`src/hw/rtl/lmts_pkg.sv`:
```
// shared types, codes and constants for the lcd mode timing sequencer
`timescale 1ns / 1ps

package lmts_pkg;

    // field widths
    localparam int LINE_W = 8;
    localparam int DOT_W  = 10;
    localparam int DATA_W = 8;
    localparam int ADDR_W = 16;

    // default line limits
    localparam int DEF_VISIBLE_LINES = 144;
    localparam int DEF_LAST_LINE     = 153;

    // mode durations in dots
    localparam logic [DOT_W-1:0] OAM_DOTS  = 10'd80;
    localparam logic [DOT_W-1:0] VRAM_DOTS = 10'd172;
    localparam logic [DOT_W-1:0] HBL_DOTS  = 10'd204;
    localparam logic [DOT_W-1:0] LINE_DOTS = 10'd456;
    localparam logic [DOT_W-1:0] DOT_MAX   = 10'd1023;

    // stat bit that enables the lcd interrupt on vblank entry
    localparam int STAT_VBL_IRQ_BIT = 4;

    // register addresses
    localparam logic [ADDR_W-1:0] ADDR_LCDC = 16'hFF40;
    localparam logic [ADDR_W-1:0] ADDR_STAT = 16'hFF41;
    localparam logic [ADDR_W-1:0] ADDR_SCY  = 16'hFF42;
    localparam logic [ADDR_W-1:0] ADDR_SCX  = 16'hFF43;
    localparam logic [ADDR_W-1:0] ADDR_LY   = 16'hFF44;
    localparam logic [ADDR_W-1:0] ADDR_LYC  = 16'hFF45;

    // item opcodes
    localparam logic [1:0] OP_TICK  = 2'd0;
    localparam logic [1:0] OP_READ  = 2'd1;
    localparam logic [1:0] OP_WRITE = 2'd2;
    localparam logic [1:0] OP_NOP   = 2'd3;

    // display modes
    typedef enum logic [1:0] {
        MODE_HBLANK = 2'd0,
        MODE_VBLANK = 2'd1,
        MODE_OAM    = 2'd2,
        MODE_VRAM   = 2'd3
    } t_mode;

    // input beat
    typedef struct packed {
        logic [1:0]        opcode;
        logic [7:0]        elapsed_cycles;
        logic [ADDR_W-1:0] address;
        logic [DATA_W-1:0] write_data;
    } t_in_beat;

    // result beat
    typedef struct packed {
        logic [DATA_W-1:0] read_data;
        logic [1:0]        current_mode;
        logic [LINE_W-1:0] current_line;
        logic              vblank_irq;
        logic              lcd_stat_irq;
        logic              frame_done;
    } t_out_beat;

    // pulses raised by one tick
    typedef struct packed {
        logic vblank_irq;
        logic lcd_stat_irq;
        logic frame_done;
    } t_tick_evt;

endpackage

```
`src/hw/rtl/lmts_timing.sv`:
```
// dot counter, line counter and mode state machine
`timescale 1ns / 1ps

module lmts_timing
    import lmts_pkg::*;
#(
    parameter int VISIBLE_LINES = DEF_VISIBLE_LINES,
    parameter int LAST_LINE     = DEF_LAST_LINE
) (
    input  logic              i_clk,
    input  logic              i_rst_n,
    input  logic              i_tick,
    input  logic [7:0]        i_cycles,
    input  logic              i_stat_irq_en,
    output t_mode             o_mode_after,
    output logic [LINE_W-1:0] o_line_after,
    output logic [LINE_W-1:0] o_line,
    output t_tick_evt         o_evt
);

    t_mode             r_mode, n_mode;
    logic [DOT_W-1:0]  r_dot, n_dot;
    logic [LINE_W-1:0] r_line, n_line;

    logic [DOT_W:0]    sum;
    logic [DOT_W-1:0]  dot_sat;
    logic [LINE_W:0]   line_inc;
    logic              enter_vbl;

    // saturating dot add
    assign sum      = {1'b0, r_dot} + {{(DOT_W + 1 - 8){1'b0}}, i_cycles};
    assign dot_sat  = sum[DOT_W] ? DOT_MAX : sum[DOT_W-1:0];
    assign line_inc = {1'b0, r_line} + {{LINE_W{1'b0}}, 1'b1};

    // next state
    always_comb begin
        n_mode = r_mode;
        n_dot  = dot_sat;
        n_line = r_line;
        unique case (r_mode)
            MODE_HBLANK: begin
                if (dot_sat >= HBL_DOTS) begin
                    n_dot  = dot_sat - HBL_DOTS;
                    n_line = line_inc[LINE_W-1:0];
                    n_mode = (line_inc[LINE_W-1:0] == LINE_W'(VISIBLE_LINES))
                             ? MODE_VBLANK : MODE_OAM;
                end
            end
            MODE_VBLANK: begin
                if (dot_sat >= LINE_DOTS) begin
                    n_dot = dot_sat - LINE_DOTS;
                    if (line_inc > (LINE_W + 1)'(LAST_LINE)) begin
                        n_mode = MODE_OAM;
                        n_line = '0;
                    end else begin
                        n_line = line_inc[LINE_W-1:0];
                    end
                end
            end
            MODE_OAM: begin
                if (dot_sat >= OAM_DOTS) begin
                    n_dot  = dot_sat - OAM_DOTS;
                    n_mode = MODE_VRAM;
                end
            end
            MODE_VRAM: begin
                if (dot_sat >= VRAM_DOTS) begin
                    n_dot  = dot_sat - VRAM_DOTS;
                    n_mode = MODE_HBLANK;
                end
            end
            default: begin
                n_mode = MODE_HBLANK;
            end
        endcase
    end

    // pulses on vblank entry
    always_comb begin
        enter_vbl          = i_tick && (r_mode == MODE_HBLANK) && (n_mode == MODE_VBLANK);
        o_evt.vblank_irq   = enter_vbl;
        o_evt.frame_done   = enter_vbl;
        o_evt.lcd_stat_irq = enter_vbl && i_stat_irq_en;
    end

    // state registers
    always_ff @(posedge i_clk) begin
        if (!i_rst_n) begin
            r_mode <= MODE_HBLANK;
            r_dot  <= '0;
            r_line <= '0;
        end else if (i_tick) begin
            r_mode <= n_mode;
            r_dot  <= n_dot;
            r_line <= n_line;
        end
    end

    // values seen after this item
    assign o_mode_after = i_tick ? n_mode : r_mode;
    assign o_line_after = i_tick ? n_line : r_line;
    assign o_line       = r_line;

    // vblank entry only from hblank
    a_frame_from_hblank: assert property (@(posedge i_clk) disable iff (!i_rst_n)
        o_evt.frame_done |-> (r_mode == MODE_HBLANK))
        else $error("frame pulse outside hblank");

    // no pulses without a tick
    a_no_evt_idle: assert property (@(posedge i_clk) disable iff (!i_rst_n)
        !i_tick |-> (o_evt == '0))
        else $error("pulse without tick");

    // a mode change always takes its duration off the dot counter
    a_mode_step_dot: assert property (@(posedge i_clk) disable iff (!i_rst_n)
        (i_tick && (n_mode != r_mode)) |-> (n_dot < dot_sat))
        else $error("mode change without dot subtraction");

endmodule

```
`src/hw/rtl/lmts_regfile.sv`:
```
// control, stat, scroll and compare registers with bus decode
`timescale 1ns / 1ps

module lmts_regfile
    import lmts_pkg::*;
(
    input  logic              i_clk,
    input  logic              i_rst_n,
    input  logic              i_wr_en,
    input  logic [ADDR_W-1:0] i_addr,
    input  logic [DATA_W-1:0] i_wdata,
    input  logic [LINE_W-1:0] i_line,
    output logic [DATA_W-1:0] o_rdata,
    output logic              o_stat_irq_en
);

    logic [DATA_W-1:0] r_lcdc;
    logic [DATA_W-1:0] r_stat;
    logic [DATA_W-1:0] r_scy;
    logic [DATA_W-1:0] r_scx;
    logic [DATA_W-1:0] r_lyc;

    // register writes, line register is read only
    always_ff @(posedge i_clk) begin
        if (!i_rst_n) begin
            r_lcdc <= '0;
            r_stat <= '0;
            r_scy  <= '0;
            r_scx  <= '0;
            r_lyc  <= '0;
        end else if (i_wr_en) begin
            unique case (i_addr)
                ADDR_LCDC: r_lcdc <= i_wdata;
                ADDR_STAT: r_stat <= i_wdata;
                ADDR_SCY:  r_scy  <= i_wdata;
                ADDR_SCX:  r_scx  <= i_wdata;
                ADDR_LYC:  r_lyc  <= i_wdata;
                default: begin
                end
            endcase
        end
    end

    // read decode
    always_comb begin
        unique case (i_addr)
            ADDR_LCDC: o_rdata = r_lcdc;
            ADDR_STAT: o_rdata = r_stat;
            ADDR_SCY:  o_rdata = r_scy;
            ADDR_SCX:  o_rdata = r_scx;
            ADDR_LY:   o_rdata = i_line;
            ADDR_LYC:  o_rdata = r_lyc;
            default:   o_rdata = '0;
        endcase
    end

    assign o_stat_irq_en = r_stat[STAT_VBL_IRQ_BIT];

endmodule

```
`src/hw/rtl/lcd_mode_timing_sequencer.sv`:
```
// top level of the lcd mode timing sequencer with result register
`timescale 1ns / 1ps
//
// Keeps the mode and line timing of a handheld lcd controller and serves
// its register bus.
// Input channel (i_in_valid / o_in_ready / i_in): one beat is a tick that
// adds elapsed cycles to the dot counter, a register read, a register
// write (0xFF40..0xFF45; the line register is read only) or a no-op.
// Output channel (o_out_valid / i_out_ready / o_out): exactly one result
// beat per input beat, in order: read data, mode and line after the item,
// and the vblank, lcd stat and frame done pulses.
// The state update and the result are computed in the accept cycle and
// the result sits in the output register next cycle.
// Throughput is one item per cycle while results are taken; the output
// register is the only stage, so a taken result frees it in the same
// cycle a new beat enters. When the receiver stalls with a result
// held, o_in_ready drops until it is taken; nothing is lost or repeated.
// Reset clears mode to hblank, dot and line counters and all registers
// to zero and empties the output register.
//

module lcd_mode_timing_sequencer
    import lmts_pkg::*;
#(
    parameter int VISIBLE_LINES = DEF_VISIBLE_LINES,
    parameter int LAST_LINE     = DEF_LAST_LINE
) (
    input  logic      i_clk,
    input  logic      i_rst_n,
    input  logic      i_in_valid,
    output logic      o_in_ready,
    input  t_in_beat  i_in,
    output logic      o_out_valid,
    input  logic      i_out_ready,
    output t_out_beat o_out
);

    logic              in_acc;
    logic              tick_en;
    logic              wr_en;
    logic              rd_sel;
    t_mode             mode_after;
    logic [LINE_W-1:0] line_after;
    logic [LINE_W-1:0] line_cur;
    t_tick_evt         evt;
    logic              stat_irq_en;
    logic [DATA_W-1:0] rdata;

    logic      r_out_valid, n_out_valid;
    t_out_beat r_out, n_out;

    // handshake
    assign o_in_ready = !r_out_valid || i_out_ready;
    assign in_acc     = i_in_valid && o_in_ready;
    assign tick_en    = in_acc && (i_in.opcode == OP_TICK);
    assign wr_en      = in_acc && (i_in.opcode == OP_WRITE);
    assign rd_sel     = (i_in.opcode == OP_READ);

    lmts_timing #(
        .VISIBLE_LINES (VISIBLE_LINES),
        .LAST_LINE     (LAST_LINE)
    ) u_timing (
        .i_clk         (i_clk),
        .i_rst_n       (i_rst_n),
        .i_tick        (tick_en),
        .i_cycles      (i_in.elapsed_cycles),
        .i_stat_irq_en (stat_irq_en),
        .o_mode_after  (mode_after),
        .o_line_after  (line_after),
        .o_line        (line_cur),
        .o_evt         (evt)
    );

    lmts_regfile u_regs (
        .i_clk         (i_clk),
        .i_rst_n       (i_rst_n),
        .i_wr_en       (wr_en),
        .i_addr        (i_in.address),
        .i_wdata       (i_in.write_data),
        .i_line        (line_cur),
        .o_rdata       (rdata),
        .o_stat_irq_en (stat_irq_en)
    );

    // result beat
    always_comb begin
        n_out_valid = r_out_valid;
        n_out       = r_out;
        if (in_acc) begin
            n_out_valid        = 1'b1;
            n_out.read_data    = rd_sel ? rdata : '0;
            n_out.current_mode = mode_after;
            n_out.current_line = line_after;
            n_out.vblank_irq   = evt.vblank_irq;
            n_out.lcd_stat_irq = evt.lcd_stat_irq;
            n_out.frame_done   = evt.frame_done;
        end else if (i_out_ready) begin
            n_out_valid = 1'b0;
        end
    end

    // output register
    always_ff @(posedge i_clk) begin
        if (!i_rst_n) begin
            r_out_valid <= 1'b0;
        end else begin
            r_out_valid <= n_out_valid;
        end
        r_out <= n_out;
    end

    assign o_out_valid = r_out_valid;
    assign o_out       = r_out;

    // an accepted beat always yields a result next cycle
    a_accept_gives_result: assert property (@(posedge i_clk) disable iff (!i_rst_n)
        in_acc |=> o_out_valid)
        else $error("accepted beat produced no result");

    // frame done is reported in vblank
    a_frame_in_vblank: assert property (@(posedge i_clk) disable iff (!i_rst_n)
        (o_out_valid && o_out.frame_done) |-> (o_out.current_mode == MODE_VBLANK))
        else $error("frame done outside vblank");

    // stat interrupt only with vblank interrupt
    a_stat_with_vblank: assert property (@(posedge i_clk) disable iff (!i_rst_n)
        (o_out_valid && o_out.lcd_stat_irq) |-> o_out.vblank_irq)
        else $error("stat irq without vblank irq");

endmodule
```
`config.mk`:
```
export PLATFORM = sky130hd
export DESIGN_NAME = lcd_mode_timing_sequencer
export DESIGN_NICKNAME = d
export VERILOG_FILES = /design/src/hw/rtl/lmts_pkg.sv /design/src/hw/rtl/lmts_timing.sv /design/src/hw/rtl/lmts_regfile.sv /design/src/hw/rtl/lcd_mode_timing_sequencer.sv
export SDC_FILE = /design/constraint.sdc
export NUM_CORES = 1
export LEC_CHECK = 0
export BUFFER_PORTS_ARGS = -buffer_cell sky130_fd_sc_hd__buf_2
export CORE_UTILIZATION = 45
export DETAILED_ROUTE_END_ITERATION = 8
export MAX_ROUTING_LAYER = met4
export PLACE_DENSITY = 0.76
export SLEW_MARGIN = 20
export SYNTH_ARGS = -nofsm -noshare
export SYNTH_HDL_FRONTEND = slang
export SYNTH_SLANG_ARGS = --single-unit
```
`constraint.sdc`:
```
create_clock -name i_clk -period 4 [get_ports i_clk]
set_clock_uncertainty 0.1 [all_clocks]
set_input_delay 0.6 -clock i_clk [delete_from_list [all_inputs] [get_ports i_clk]]
set_output_delay 0.6 -clock i_clk [all_outputs]
set_load 0.05 [all_outputs]
```
### Word-level counts from Yosys, hierarchy flattened

Index checks and enable logic that the tools add are counted.

* output and inout port bits: 23
* bits of input ports: 38
* register bits: 81

* magnitude comparators: 5
* mux-type cells: 22
* add/sub/neg operators: 6
* reduce and logical (&&, ||, !) cells: 16
* eq/ne operators: 13

Operator list (number)
* $eq 16x16->1 const B: 6
* $mux 10: 5
* $pmux 8 s6: 1
* $pmux 10 s4: 1
* $mux 8: 4
* $ge 10x8->1 const B: 2
* $sub 10x8->10 const B: 2
* $pmux 8 s2: 1
* $mux 2: 7
* $add 10x8->11: 1
* $ge 10x7->1 const B: 1
* $ge 10x9->1 const B: 1
* $reduce_and 2->1: 5
* $sub 10x7->10 const B: 1
* $sub 10x9->10 const B: 1
* $add 8x1->9 const B: 1
* $gt 9x8->1 const B: 1
* $eq 8x8->1 const B: 1
* $pmux 2 s4: 1
* $eq 2x1->1 const B: 3
* $eq 2x2->1 const B: 3
* $logic_and 1x1->1: 6
* $logic_not 2->1: 2
* $mux 1: 2
* 3 further kinds: 3

### Depth between registers and ports, before layout

Gate-level depths: netlist (run 1).

* depth in word-level cells: 8
* mapped depth: 16
* mapped depth without buffers: 16

### By module

A second synthesis (run 1) with hierarchy kept.

* cells, all modules: 672
* area total of the unflattened synthesis: 5785.5 um^2

By module, submodules not included
* lmts_timing: area an instance 2955.3 um^2, cells each 426, instances 1, sequential area each 400.4 um^2
* lmts_regfile: area an instance 2060.7 um^2, cells each 209, instances 1, sequential area each 800.8 um^2
* lcd_mode_timing_sequencer: area an instance 769.5 um^2, cells each 37, instances 1, sequential area each 650.6 um^2

### Least setup slack after synthesis (run 1)

Ideal clock, no wire load.

* kind: input to register
* from: in i_in[24] (netlist bit)
* to: reg r_out (netlist bit o_out[7]), data pin
* library setup time: 273 ps
* setup slack: -397 ps
* arrival: 4024 ps
* stages: 16
* path through: ha_1 > fa_1 > a211oi_2 > o211ai_2 > nand2_1 > clkbuf_1 > nand2_1 > inv_1 > ha_1 > o21ai_0 > o21a_1 > a21oi_1 > o21a_1 > o22ai_1 > a2111oi_2 > a21oi_1

* cells in the longest elaborated chain, start to end: 6

RTL lines
* start: declaration: RTL line lcd_mode_timing_sequencer.sv:32 `input t_in_beat i_in,`
* $add 10x8->11 *: RTL line lmts_timing.sv:31 `assign sum = {1'b0, r_dot} + {{(DOT_W + 1 - 8){1'b0}}, i_cycles};`
* $mux 10 *: RTL line lmts_timing.sv:32 `assign dot_sat = sum[DOT_W] ? DOT_MAX : sum[DOT_W-1:0];`
* $ge 10x9->1 / $ge 10x8->1 (equally long branches): RTL line lmts_timing.sv:50, lmts_timing.sv:42
* $mux 8, on equally long branches: RTL line lmts_timing.sv:50, lmts_timing.sv:42
* $pmux 8 s2 *: RTL line lmts_timing.sv:40 `unique case (r_mode)`
* $mux 8 *: RTL line lmts_timing.sv:101 `assign o_line_after = i_tick ? n_line : r_line;`
* named net line_after[4]: RTL line lcd_mode_timing_sequencer.sv:43 `logic [LINE_W-1:0] line_after;`
* end signal: assignment: RTL line lcd_mode_timing_sequencer.sv:109 `r_out <= n_out;`
* end: declaration: RTL line lcd_mode_timing_sequencer.sv:50 `t_out_beat r_out, n_out;`

The timed path passes the listed nets; every way through them passes the cells marked *.
A chain may end at the register's enable or synchronous reset.

### Worst setup path in the final report (run 1)

Same ends and word-level chain as after synthesis.

==> flow_summary.ini, run 1 <==
[run_status]
outcome = finished clean

[clock_tree]
clock_latency_ps = 340
root_buffer = clkbuf_16
post-cts-setup-buffers = 0
cts_buffer_depth = 2
clock-sinks = 81
numCtsBuffers = 9
cts_tree = built
htreeDepth = 3
clk_pin_slew_ps = 70

[logic_synthesis]
ys_seq_elements = 81
synthesis.instances = 652
async_reset_ff_share_pct = 0
synth_edf_count = 20
yosysSeqAreaShare_pct = 32.76
synth.avg_cell_area_um2 = 8.528
synthFlopType = dfxtp_1
yosysWarnings = 0
synth_area_mm2 = 0.005560
ys_types = 80
synthesis.nets = 710

[detailed_routing]
wl_per_cell_um = 19.27
drc = 0
final_antenna_net_count = 0
routed_wl_um = 17500
dr.pass1.iters = 5
initialDrtViolationCount = 643
routed_via_density = 6.262
dr_total_vias = 5686

[pwr]
p_sw_uw = 925.2
clkPwrFrac_pct = 30.9
powerDensity_mw_per_mm2 = 392.8
ir_worst_vdd_v = 0.0002466
power.leakage_nw = 2.760
combPwrFrac_pct = 36.3
seq_power_share_pct = 32.7
intPower_mw = 1.758
swShare_pct = 34.48
finalPower_mw = 2.683

[timing]
tns_ps = 0
hold_ws_ps = 397.0
hold_viol = 0
setup_viol = 0
period_share_pct = 94.04
finalCriticalPeriod_ps = 3761
tightestPinTransition_ps = 867.7
fmax_mhz = 265.9
slew_violations = 0
max_slew_margin_pct = 42.07
rsz0062_at_grt = true

[worst_setup_path]
path_max_fanout = 7
startpoint_type = input port
critPathKind = input port to flip-flop
cp_data_required_time_ps = 4080
arrival_ps = 3850
end_kind = flip-flop

[layout]
diodes = 0
layout.cell_area.non_filler_mm2 = 0.006832
area_growth_pct = 22.86
drive_gt1_share_pct = 25.49
fin_nets = 814

[place]
routabilityCongestion = 0.9704
port_buffers = 60
dpl.hpwl_um = 13020
postPlaceCellArea_mm2 = 0.006487

[floorplan]
fp.coreArea_mm2 = 0.01201
die_x_um = 113.2
die_area_mm2 = 0.01281
io_pins = 61
die_h_um = 113.2
rows = 40
start_util_pct = 46.29

[global_routing]
grt_max_degree = 51
grt_pass1_wl_um = 27920
track_usage_pct = 28.57
grt_overflow = 0
antenna_found_initial = 0
grt_pass1_vias = 5507

[worst_hold_path]
hold_path_class = input port to flip-flop

[flow_run]
max_cap_viol_count = 0
==> metal layers <==
layer	wire length, um	vias up	GRT usage, %	part of all wire (%)
met5	0	-	-	0
met4	640	0	11.14	3.7
met3	1148	54	4.606	6.6
met2	7932	285	45.93	45
met1	7779	2674	35.95	44
li1	-	2673	-	-
==> worst max-delay path: stages <==
cell and delay (ps):
buf_2 100, ha_1 220, fa_1 400, a211oi_2 270
buf_4 170, o211ai_2 90, nand2_1 170, nand2_2 80
inv_2 80, ha_2 200, o21ai_0 90, o21a_1 220
a21oi_4 210, o21ai_4 130, a2111oi_4 440, o21ai_1 180
a21oi_1 190
==> final cells by class <==
| cell class | count | area (um^2) |
|---|---|---|
| Timing Repair Buffer | 137 | 903.4 |
| Tap cell | 147 | 183.9 |
| Clock inverter | 4 | 31.28 |
| Fill cell | 1081 | 5180 |
| Clock buffer | 12 | 267.8 |
| Inverter | 17 | 63.81 |
| Sequential cell | 81 | 1822 |
| Multi-Input combinational cell | 510 | 3560 |
==> cells in the final DEF, fill, tap and decap left out, types with 4 or more instances in the layout <==
cell type	instances
nor2_1	80
buf_4	75
dfxtp_1	61
buf_2	60
mux2i_1	45
nand2_1	42
a21oi_1	36
o21ai_0	26
nand3_1	21
edfxtp_1	20
ha_1	18
a221oi_1	17
a31oi_1	17
o211ai_1	16
inv_1	12
xnor2_1	12
and2_1	11
a22oi_1	11
clkbuf_16	10
nand2b_1	9
nor3_1	8
o21a_1	7
nor2b_1	7
and3_1	7
a211oi_1	6
a211o_1	5
or3_1	4
o21bai_1	4
o31ai_1	4
o22ai_1	4
or4_1	4
==> sequential cells by signal, summed over array words and instances, names as in the netlist <==
register and count:
u_regs.r_lcdc 8, o_out 20, u_regs.r_stat 8, u_regs.r_scx 8, u_regs.r_scy 8, u_timing.o_line 8
u_regs.r_lyc 8, u_timing.r_mode 2, u_timing.r_dot 10, o_out_valid 1
==> cell usage after synthesis (3+ instances only) <==
cell type	count	area (um^2)
a221o_1	3	30.03
o22ai_1	4	25.02
o21bai_1	5	37.54
ha_1	19	237.7
o21a_1	8	60.06
a211o_1	5	43.79
edfxtp_1	20	600.6
or3_1	5	31.28
a21oi_1	38	190.2
clkbuf_1	30	112.6
o21ai_0	28	140.1
or4_1	4	30.03
or2_2	3	18.77
nand4_1	3	18.77
o21ai_2	3	26.28
inv_1	14	52.55
nand2_1	43	161.4
a221oi_1	17	148.9
a21o_1	3	22.52
a22oi_1	12	90.09
buf_4	3	22.52
nor3_1	11	55.05
a31oi_1	17	106.4
nor2b_1	7	43.79
a211oi_1	6	45.04
dfxtp_1	61	1221
nand2b_1	9	56.30
nand3_1	21	105.1
and3_1	7	43.79
and2_1	11	68.82
nand3b_1	3	22.52
a211oi_2	3	37.54
o211ai_1	16	120.1
xnor2_1	12	105.1
a41oi_1	4	35.03
o2111ai_1	3	26.28
nor2_1	80	300.3
o31ai_1	4	30.03
buf_2	9	45.04
mux2i_1	45	450.4
==> final timing paths <==
check	from	to	slack [ps]	cells after the start
hold / removal	i_in_valid	o_out_valid	400	3
setup reg to reg	u_timing.r_dot[0]	o_out[7]	300	16
setup / recovery	i_in[24]	o_out[7]	240	17
hold reg to reg	u_regs.r_stat[5]	u_regs.r_stat[5]	400	2
==> power by group through the flow <==
stage               Combinational, mW  Sequential, mW  Clock [mW]
finish                          0.975           0.878       0.830
global placement                0.932           0.896           0
CTS                             0.940           0.878       0.837
floorplan                       0.521           0.929           0
global route                     1.05           0.880       0.873
detailed placement              0.936           0.895           0
==> repair_timing <==
| item | in CTS | in global routing |
|---|---|---|
| resized for setup | 0 | 12 |
| endpoints found under the setup margin | 0 | 20 |
| hold buffers | 0 | 0 |
==> kinds of logic after synthesis <==
group | after synthesis | synth area share, %
flops | 81 | 32.76
compound gates | 211 | 27.86
xor+xnor | 13 | 2.048
mux | 47 | 8.708
buf+inv | 61 | 4.523
simple gates | 219 | 19.46
fa+ha+maj | 20 | 4.636
==> stage by stage <==
| step | std cells | worst slack (ps) | utilization (%) |
|---|---|---|---|
| 5_1_grt | 908 | -4.535 | 56.88 |
| 4_1_cts | 908 | 115.3 | 56.50 |
| 3_5_place_dp | 892 | -225.0 | 54.01 |
| 2_1_floorplan | 652 | -14.57 | - |
| 3_3_place_gp | 892 | -121.8 | 54.01 |
| 6_report | 908 | 238.5 | 56.88 |
Power figures use the tool's default switching activity.
==> run 2, diff against run 1 <==
Settings changed: SETUP_SLACK_MARGIN set to 0.1, SYNTH_HIERARCHICAL set to 1.
==> run 2 against run 1 <==
Against the previous run:
- hold slack worse by 38 ps
- clock power up 8.4%
- sequential share of layout area increased by 0.85 points
- first-iteration DRC count fell by 29%
- setup slack gained 57 ps
- clock-buffer cell count up 2
- core utilization is 3.3 points lower
==> flow_summary.ini, run 2 <==
[layout]
layout.cell_area.non_filler_mm2 = 0.006729
largest_register_ffs = 21
fillerInstances = 1164
drive_gt1_share_pct = 21.61
area_growth_pct = 16.31
multi_input_area_mm2 = 0.003705
final_cell_mix = 95 x nand2_1, 61 x dfxtp_1, 60 x buf_2, 50 x mux2i_1, 46 x nor2_1
fin_nets = 797
fin_cells = 917
seqCellArea_mm2 = 0.001852
final_common_cell = nand2_1
diodes = 0

[logic_synthesis]
synth.avg_cell_area_um2 = 8.609
yosysWarnings = 6
synthesis.nets = 729
synth_top_cell_area_share_pct = 21.11
async_reset_ff_share_pct = 0
synthesis.instances = 672
ys_types = 90
yosysSeqAreaShare_pct = 32.01
synthTopCellsByCount = 95 x nand2_1, 61 x dfxtp_1, 50 x mux2i_1
synthFlopType = dfxtp_1
yosys.area.top_type = dfxtp_1
synth_area_leaders = dfxtp_1 21%, edfxtp_1 11%, mux2i_1 8.7%, nand2_1 6.2%, ha_1 3.9%
synth_edf_count = 21
yosysMostFrequentCell = nand2_1
ys_seq_elements = 82
synth_area_mm2 = 0.005786

[global_routing]
use_met2_pct = 38.44
top_usage_layer = met2
grt_max_degree = 55
grt_pass1_vias = 4823
antenna_found_initial = 0
grt_overflow = 0
use_met1_pct = 31.74
grt_pass1_wl_um = 24250
met3_usage_pct = 2.109
track_usage_pct = 24.12

[clock_tree]
clk_pin_slew_ps = 60
hold_buffers = 0
root_buffer = clkbuf_16
cts_tree = built
htreeDepth = 3
cts_buffer_depth = 2
clock_latency_ps = 340
numCtsBuffers = 9
ctsResizeCount = 0
clock-sinks = 82
post-cts-setup-buffers = 0

[floorplan]
rows = 41
die_x_um = 115.4
die_h_um = 115.4
io_pins = 61
die_area_mm2 = 0.01331
fp.coreArea_mm2 = 0.01257
start_util_pct = 46.03

[place]
routabilityCongestion = 0.9935
postPlaceCellArea_mm2 = 0.006382
dpl.hpwl_um = 11430
placed_cells = 901
port_buffers = 60

[worst_setup_path]
end_kind = flip-flop
cpPeakStageDelay_ps = 390
crit_buf_inv = 3
arrival_ps = 3700
cp_data_required_time_ps = 4000
path_cells = ha_1, inv_1, fa_1, nand2b_4, a211oi_4, o21a_1, buf_4, nor2_1, inv_1, ha_1, nor2_2, o31a_1, o31a_1, o22ai_1, o21ai_0, o21a_1
cp_top_family = compound AO/OA/AOI/OAI gates
critPathKind = flip-flop to flip-flop
startpoint_type = flip-flop
crit_slowest_cell = fa_1
path_max_fanout = 6

[detailed_routing]
dr_total_vias = 5361
final_antenna_net_count = 0
routed_via_density = 5.846
initialDrtViolationCount = 457
routed_wl_um = 15340
dr.pass1.iters = 5
wl_per_cell_um = 16.73
drc = 0

[timing]
finalCriticalPeriod_ps = 3705
tns_ps = 0
rsz0062_at_grt = true
hold_viol = 0
tightestPinTransition_ps = 833.7
period_share_pct = 92.62
setup_viol = 0
max_slew_margin_pct = 44.21
hold_ws_ps = 358.6
slew_violations = 0
fmax_mhz = 269.9

[pwr]
powerDensity_mw_per_mm2 = 355.6
power.leakage_nw = 2.870
ir_worst_vdd_v = 0.0002284

[run_status]
outcome = finished clean

[worst_hold_path]
hold_path_class = flip-flop to flip-flop

[flow_run]
max_cap_viol_count = 0
run 2: changes by cell type after synthesis, sizes merged, moves of 6 or more:
cell / delta
o211ai: -8
clkbuf: -9
and3: -6
nor3: +8
nand2: +57
nor2: -30
a22oi: -12
a221oi: -17
mux2: +8
inv: +7
and2: +8
run 2: cells by family after synthesis:
kind of cell | share of synthesized area [%]
compound gates | 22.19
xor+xnor | 2.855
fa+ha+maj | 4.239
buf+inv | 4.563
flops | 32.01
mux | 10.40
simple gates | 23.75
run 2: layer usage:
| metal | routed length (um) | up-vias |
|---|---|---|
| li1 | - | 2599 |
| met1 | 6890 | 2514 |
| met2 | 7149 | 221 |
| met3 | 994 | 27 |
| met4 | 307 | 0 |
| met5 | 0 | - |
run 2: worst reg2reg max path, stage by stage (launching register included):
cell and delay [ps]:
dfxtp_1 340, ha_1 180, inv_1 60, fa_1 390
nand2b_4 170, a211oi_4 250, o21a_1 230, buf_4 150
nor2_1 50, inv_1 60, ha_1 250, nor2_2 110
o31a_1 330, o31a_1 310, o22ai_1 130, o21ai_0 170
o21a_1 160
run 2: worst paths after layout:
path	start	end	slack, ps	depth (start not counted)
max	u_timing/r_dot[0]	o_out[7]	300	16
min	u_regs/r_stat[6]	u_regs/r_stat[6]	360	2
max reg2reg	u_timing/r_dot[0]	o_out[7]	300	16
min reg2reg	u_regs/r_stat[6]	u_regs/r_stat[6]	360	2
run 2: power breakdown:
| group | total [mW] | switching [mW] | internal [mW] |
|---|---|---|---|
| clock | 0.900 | 0.343 | 0.557 |
| combinational | 0.614 | 0.389 | 0.225 |
| sequential | 0.878 | 0.0105 | 0.867 |
run 2: area by class of cell:
| cell class | instances | area share [%] |
|---|---|---|
| sequential | 82 | 27.52 |
| tap | 172 | 3.198 |
| inverter | 23 | 1.283 |
| clock buffer | 14 | 4.723 |
| clock inverter | 2 | 0.2975 |
| timing repair buffer | 91 | 7.921 |
| multi-input combinational | 533 | 55.06 |
run 2: through the flow:
step | util, % | setup WS (ps) | power (mW)
floorplan | - | 124.2 | 1.309
finish | 53.54 | 295.1 | 2.393
global route | 53.54 | 112.6 | 2.483
global placement | 50.78 | 53.40 | 1.495
detailed placement | 50.78 | -5.929 | 1.494
CTS | 53.47 | 311.4 | 2.387
